<file path="src/rtl/core/mhpq_pkg.sv">
// Package with the types and constants of the min-heap priority queue.
`default_nettype none

package mhpq_pkg;

  localparam int unsigned HEAP_DEPTH = 256;
  localparam int unsigned ADDR_W     = $clog2(HEAP_DEPTH);
  localparam int unsigned CNT_W      = ADDR_W + 1;
  localparam int unsigned KEY_W      = 32;

  typedef logic signed [KEY_W-1:0] key_t;
  typedef logic [ADDR_W-1:0]       addr_t;
  typedef logic [CNT_W-1:0]        cnt_t;

  typedef enum logic {
    FUNC_INSERT  = 1'b0,
    FUNC_EXTRACT = 1'b1
  } func_e;

  typedef enum logic [1:0] {
    STATUS_OK    = 2'd0,
    STATUS_FULL  = 2'd1,
    STATUS_EMPTY = 2'd2
  } status_e;

  typedef struct packed {
    status_e status;
    key_t    removed_key;
    logic    top_valid;
    key_t    top_key;
    cnt_t    entry_count;
  } rsp_t;

endpackage

`default_nettype wire

</file>
<file path="src/rtl/core/mhpq_rsp_if.sv">
// Result channel of the min-heap priority queue.
`default_nettype none

interface mhpq_rsp_if;
  logic                valid;
  logic                ready;
  logic [1:0]          status;
  mhpq_pkg::key_t      removed_key;
  logic                top_valid;
  mhpq_pkg::key_t      top_key;
  mhpq_pkg::cnt_t      entry_count;

  modport source (output valid, output status, output removed_key, output top_valid,
                  output top_key, output entry_count, input ready);
  modport sink   (input valid, input status, input removed_key, input top_valid,
                  input top_key, input entry_count, output ready);
endinterface

`default_nettype wire

</file>
<file path="src/rtl/core/mhpq_rsp_buf.sv">
// Output register that holds one finished result until the sink takes it.
`default_nettype none

module mhpq_rsp_buf (
  input  wire logic           clk_i,
  input  wire logic           rst_ni,
  input  wire logic           push_i,
  input  wire mhpq_pkg::rsp_t data_i,
  output logic                ready_o,
  mhpq_rsp_if.source          rsp_o
);

  logic           full_q, full_d;
  mhpq_pkg::rsp_t data_q;

  assign ready_o = !full_q || rsp_o.ready;

  always_comb begin
    full_d = full_q;
    if (rsp_o.ready) begin
      full_d = 1'b0;
    end
    if (push_i) begin
      full_d = 1'b1;
    end
  end

  always_ff @(posedge clk_i or negedge rst_ni) begin
    if (!rst_ni) begin
      full_q <= 1'b0;
    end else begin
      full_q <= full_d;
    end
  end

  always_ff @(posedge clk_i) begin
    if (push_i) begin
      data_q <= data_i;
    end
  end

  assign rsp_o.valid       = full_q;
  assign rsp_o.status      = data_q.status;
  assign rsp_o.removed_key = data_q.removed_key;
  assign rsp_o.top_valid   = data_q.top_valid;
  assign rsp_o.top_key     = data_q.top_key;
  assign rsp_o.entry_count = data_q.entry_count;

endmodule

`default_nettype wire

</file>
<file path="src/flat_wrapper.sv">
// flat-port wrapper written by rule: the top's interface ports become plain ports
module mhpq_rsp_buf_flat 
  (clk_i, rst_ni, push_i, data_i, ready_o, rsp_o_valid, rsp_o_status, rsp_o_removed_key, rsp_o_top_valid, rsp_o_top_key, rsp_o_entry_count, rsp_o_ready);
  mhpq_rsp_if rsp_o_i ();
  input  wire logic clk_i;
  input  wire logic rst_ni;
  input  wire logic push_i;
  input  wire mhpq_pkg::rsp_t data_i;
  output logic ready_o;
  output wire logic [$bits(rsp_o_i.valid)-1:0] rsp_o_valid;
  output wire logic [$bits(rsp_o_i.status)-1:0] rsp_o_status;
  output wire logic [$bits(rsp_o_i.removed_key)-1:0] rsp_o_removed_key;
  output wire logic [$bits(rsp_o_i.top_valid)-1:0] rsp_o_top_valid;
  output wire logic [$bits(rsp_o_i.top_key)-1:0] rsp_o_top_key;
  output wire logic [$bits(rsp_o_i.entry_count)-1:0] rsp_o_entry_count;
  input wire logic [$bits(rsp_o_i.ready)-1:0] rsp_o_ready;
  assign rsp_o_valid = rsp_o_i.valid;
  assign rsp_o_status = rsp_o_i.status;
  assign rsp_o_removed_key = rsp_o_i.removed_key;
  assign rsp_o_top_valid = rsp_o_i.top_valid;
  assign rsp_o_top_key = rsp_o_i.top_key;
  assign rsp_o_entry_count = rsp_o_i.entry_count;
  assign rsp_o_i.ready = rsp_o_ready;
  mhpq_rsp_buf u_core (.clk_i(clk_i), .rst_ni(rst_ni), .push_i(push_i), .data_i(data_i), .ready_o(ready_o), .rsp_o(rsp_o_i));
endmodule
</file>
<file path="config.mk">
export PLATFORM = sky130hd
export DESIGN_NAME = mhpq_rsp_buf_flat
export DESIGN_NICKNAME = d
export VERILOG_FILES = /design/src/rtl/core/mhpq_pkg.sv /design/src/rtl/core/mhpq_rsp_if.sv /design/src/rtl/core/mhpq_rsp_buf.sv /design/src/flat_wrapper.sv
export SDC_FILE = /design/constraint.sdc
export NUM_CORES = 1
export LEC_CHECK = 0
export ABC_AREA = 1
export BUFFER_PORTS_ARGS = -buffer_cell sky130_fd_sc_hd__buf_2
export CAP_MARGIN = 20
export CELL_PAD_IN_SITES_DETAIL_PLACEMENT = 1
export CELL_PAD_IN_SITES_GLOBAL_PLACEMENT = 2
export CORE_UTILIZATION = 30
export CTS_BUF_LIST = sky130_fd_sc_hd__clkbuf_8
export DETAILED_ROUTE_END_ITERATION = 6
export PLACE_DENSITY = 0.95
export REMOVE_ABC_BUFFERS = 1
export SKIP_CTS_REPAIR_TIMING = 1
export SLEW_MARGIN = 20
export SYNTH_ARGS = -nofsm -noshare
export SYNTH_HDL_FRONTEND = slang
export SYNTH_SLANG_ARGS = --single-unit
</file>
<file path="constraint.sdc">
create_clock -name clk_i -period 1.1 [get_ports clk_i]
set_input_delay 0.22 -clock clk_i [delete_from_list [all_inputs] [get_ports clk_i]]
set_output_delay 0.22 -clock clk_i [all_outputs]
set_load 0.05 [all_outputs]
</file>
; ---- Yosys cells after proc, flatten, opt, wreduce, memory -nomap -nowiden
; Index checks and enable logic that the tools add are counted.
[classes]
add_sub_neg = 0
multipliers = 0
div = 0
magnitude_cmp = 0
eq_ne = 0
n_shift = 0
muxes = 2
n_bitwise = 0
reduce_logical = 3
[ops]
columns = op, n
row1 = two-way mux 1 bit, 2
row2 = nonzero test 2 bit, 1
row3 = zero test 1 bit, 1
row4 = logical OR 1 bit, 1
[word_totals]
register_bits = 77
latchBits = 0
mem_bits_rw = 0
romBits = 0
input_bits = 80
out_inout_bits = 78
elab_cells = 11
mem_count = 0

; ---- Logic depth before layout (Yosys ltp)
[depth]
word_depth = 2
mapped_depth = 3
depth_no_buf = 3

; ---- Worst setup path after synthesis
; OpenSTA, ideal clock, no wires.
[synth_path]
kind = register to output
start = register u_core.full_q (netlist: u_core.rsp_o.valid)
end = output ready_o
arrival_ps = 916
t_required_ps = 880
setup_slack_ps = -36
path_stages_with_launch = 2
path_buffers = 0
path_cell_list = dfrtp_1 -> nand2_2
[synth_via]
elab_chain_len = 2
[synth_lines]
columns = element, line
row1 = "start, declared", mhpq_rsp_buf.sv:13  ; logic full_q, full_d;
row2 = "start signal, assigned", mhpq_rsp_buf.sv:32  ; full_q <= full_d;
row3 = zero test 1 bit, mhpq_rsp_buf.sv:16  ; assign ready_o = !full_q || rsp_o.ready;
row4 = logical OR 1 bit, mhpq_rsp_buf.sv:16
row5 = "end, declared", flat_wrapper.sv:9  ; output logic ready_o;
; Every way passes these cells.

; ---- Final worst setup path
; Same ends and word-level chain as after synthesis.

==> out/metrics.cfg <==
[timing]
rsz0062_at_grt=yes
fin_ws_ns=-0.08789
slew_headroom=0.8337
drv_slew=0
timing.final.hold_violations=0
min_period_ns=1.188
worstMarginPinSlew_ns=0.2512
fin_crit_sh=1.080
whs_ns=0.06142
fin_worst_skew_ns=0
fmax_mhz=841.8
setup_viol=37

[clock_network]
clockBufferDepth=2
cts_made_buffers=9
cts_root_buffer=clkbuf_8
clkTransAtPathRegs_ns=0.07
htree_num_levels=3
cts_tree=yes
cts_sinks=77
clk-insertion-delay-late_ns=0.33

[layout]
final_nets=333
drive_gt1_frac=0.6705
layout_common_cells=buf_2, buf_6, edfxtp_1
final_util=0.5424
fillers=696
final_common_cell=buf_2
syn2layout_area_growth_pct=71.77

[routing]
drt-total-wl_um=5770
drc=0
vias=1469
dr.pass1.iters=4
wl_met3_um=737
drt_iter0_markers=26
ant_nets=0
routedWlPerCell_um=15.94
avgViaCountPerCell=4.058
highest_layer=met5
met2_length_um=2957
drt-met1-wl_um=1999

[worst_setup_path]
crit_chain=nand2_2 -> buf_8
crit_path_end_kind=output pin
setup.worst_path.start_class=flop
critPathRequiredTime_ns=0.88
critical_path_class=reg -> out
path_max_fanout=2
max_stage_delay_ns=0.39
cp_slowest_cell=dfrtp_1
crit_arrival_ns=0.97

[power]
power_density_nw_per_um2=1817
power.share.clock=0.293
vdd_drop_max_uv=1067
p_leak_uw=0.001701
combPwrFrac=0.211
swShare=0.2757
seqPwrFrac=0.495
switching_power_uw=2002
p_int_uw=5260

[floorplan]
die_area_sq_um=8114
core_sq_um=7370
die_h_um=90.08
pin_count=158
start_util=0.3158
rows=31
fp.dieW_um=90.08

[job]
drv_cap=0

[grt]
grt.overflow.total=0
grt_pass1_vias=1540
track_usage=0.1337
antenna_found_initial=6
grt_max_degree=45
grt_pass1_wl_um=7997

[synth]
yosysWarningCount=0
ys_types=4
synthCells=81
synthesis.area_sq_um=2327
syn_area_per_cell_sq_um=28.73
ys_seq_elements=77
ys_seq_area_frac=0.9914

[outcome]
status=complete, but fails checks
violations=negative setup slack

[placement]
port_buffers=157
place.gp.congestion=0.6551

[min_path]
holdCritPathClass=in -> reg

==> per-stage QoR <==
| step | TNS, ns | instance area, sq um | instances | setup slack [ns] | total power [uW] |
|---|---|---|---|---|---|
| 2_1_floorplan | -0.03624 | 2327 | 81 | -0.03624 | 4436 |
| 5_1_grt | -3.887 | 3985 | 357 | -0.1421 | 7527 |
| 4_1_cts | -4.792 | 3482 | 355 | -0.2406 | 7026 |
| 3_5_place_dp | 0 | 3279 | 339 | 0.1407 | 4869 |
| 3_3_place_gp | 0 | 3279 | 339 | 0.1863 | 4835 |
| 6_report | -0.6051 | 3998 | 362 | -0.08789 | 7263 |
==> state kept, by name (all words and copies together), names as in the netlist <==
register and count:
u_core.rsp_o.valid 1, u_core.rsp_o.top_key 32, u_core.rsp_o.status 2, u_core.rsp_o.top_valid 1, u_core.rsp_o.removed_key 32, u_core.rsp_o.entry_count 9
==> layer usage <==
layer	track usage	vias up
li1	-	674
met5	0	-
met4	0.06452	2
met2	0.2201	95
met3	0.07614	10
met1	0.1363	688
==> worst max-delay path: cells and delay by family, from the launching register on <==
| kind | cells | cell delay [ns] |
|---|---|---|
| buffers and inverters | 1 | 0.15 |
| DFF | 1 | 0.39 |
| and+or+nand+nor | 1 | 0.09 |
==> Yosys cell counts <==
cell	count	share of area
dfrtp_1	1	0.011
edfxtp_1	76	0.98
inv_1	2	0.0032
nand2_2	2	0.0054
==> cells by family after synthesis <==
| family | share of synthesized area |
|---|---|
| buffers and inverters | 0.003227 |
| AND/OR/NAND/NOR | 0.005375 |
| flip-flops | 0.9914 |
==> worst paths after layout <==
kind / to / cells past startpoint / slack (ns) / start
max: ready_o / 2 / -0.09 / u_core.rsp_o.valid
min: u_core.rsp_o.top_key[28] / 1 / 0.06 / data_i[37]
max reg2reg: u_core.rsp_o.valid / 3 / 0.36 / u_core.rsp_o.valid
min reg2reg: u_core.rsp_o.valid / 3 / 0.66 / u_core.rsp_o.valid
max in group asynchronous: u_core.rsp_o.valid / 2 / 0.82 / rst_ni
min in group asynchronous: u_core.rsp_o.valid / 2 / 0.19 / rst_ni
==> power groups by stage <==
stage	Clock, uW	Sequential (uW)	Combinational (uW)
after floorplan	0	4420	15.0
after CTS	2220	3540	1270
after global placement	0	3590	1250
final	2130	3600	1540
after global routing	2320	3620	1580
after detailed placement	0	3600	1260
==> layout make-up <==
| cell class | instances | area, sq um | area share |
|---|---|---|---|
| tap | 99 | 123.9 | 0.03099 |
| clock inverter | 7 | 78.83 | 0.01972 |
| antenna | 5 | 12.51 | 0.003130 |
| clock buffer | 9 | 123.9 | 0.03099 |
| multi-input combinational | 2 | 12.51 | 0.003130 |
| timing repair buffer | 161 | 1331 | 0.3330 |
| sequential | 77 | 2307 | 0.5772 |
| inverter | 2 | 7.507 | 0.001878 |
No activity file was read; power rests on OpenSTA's default activity.
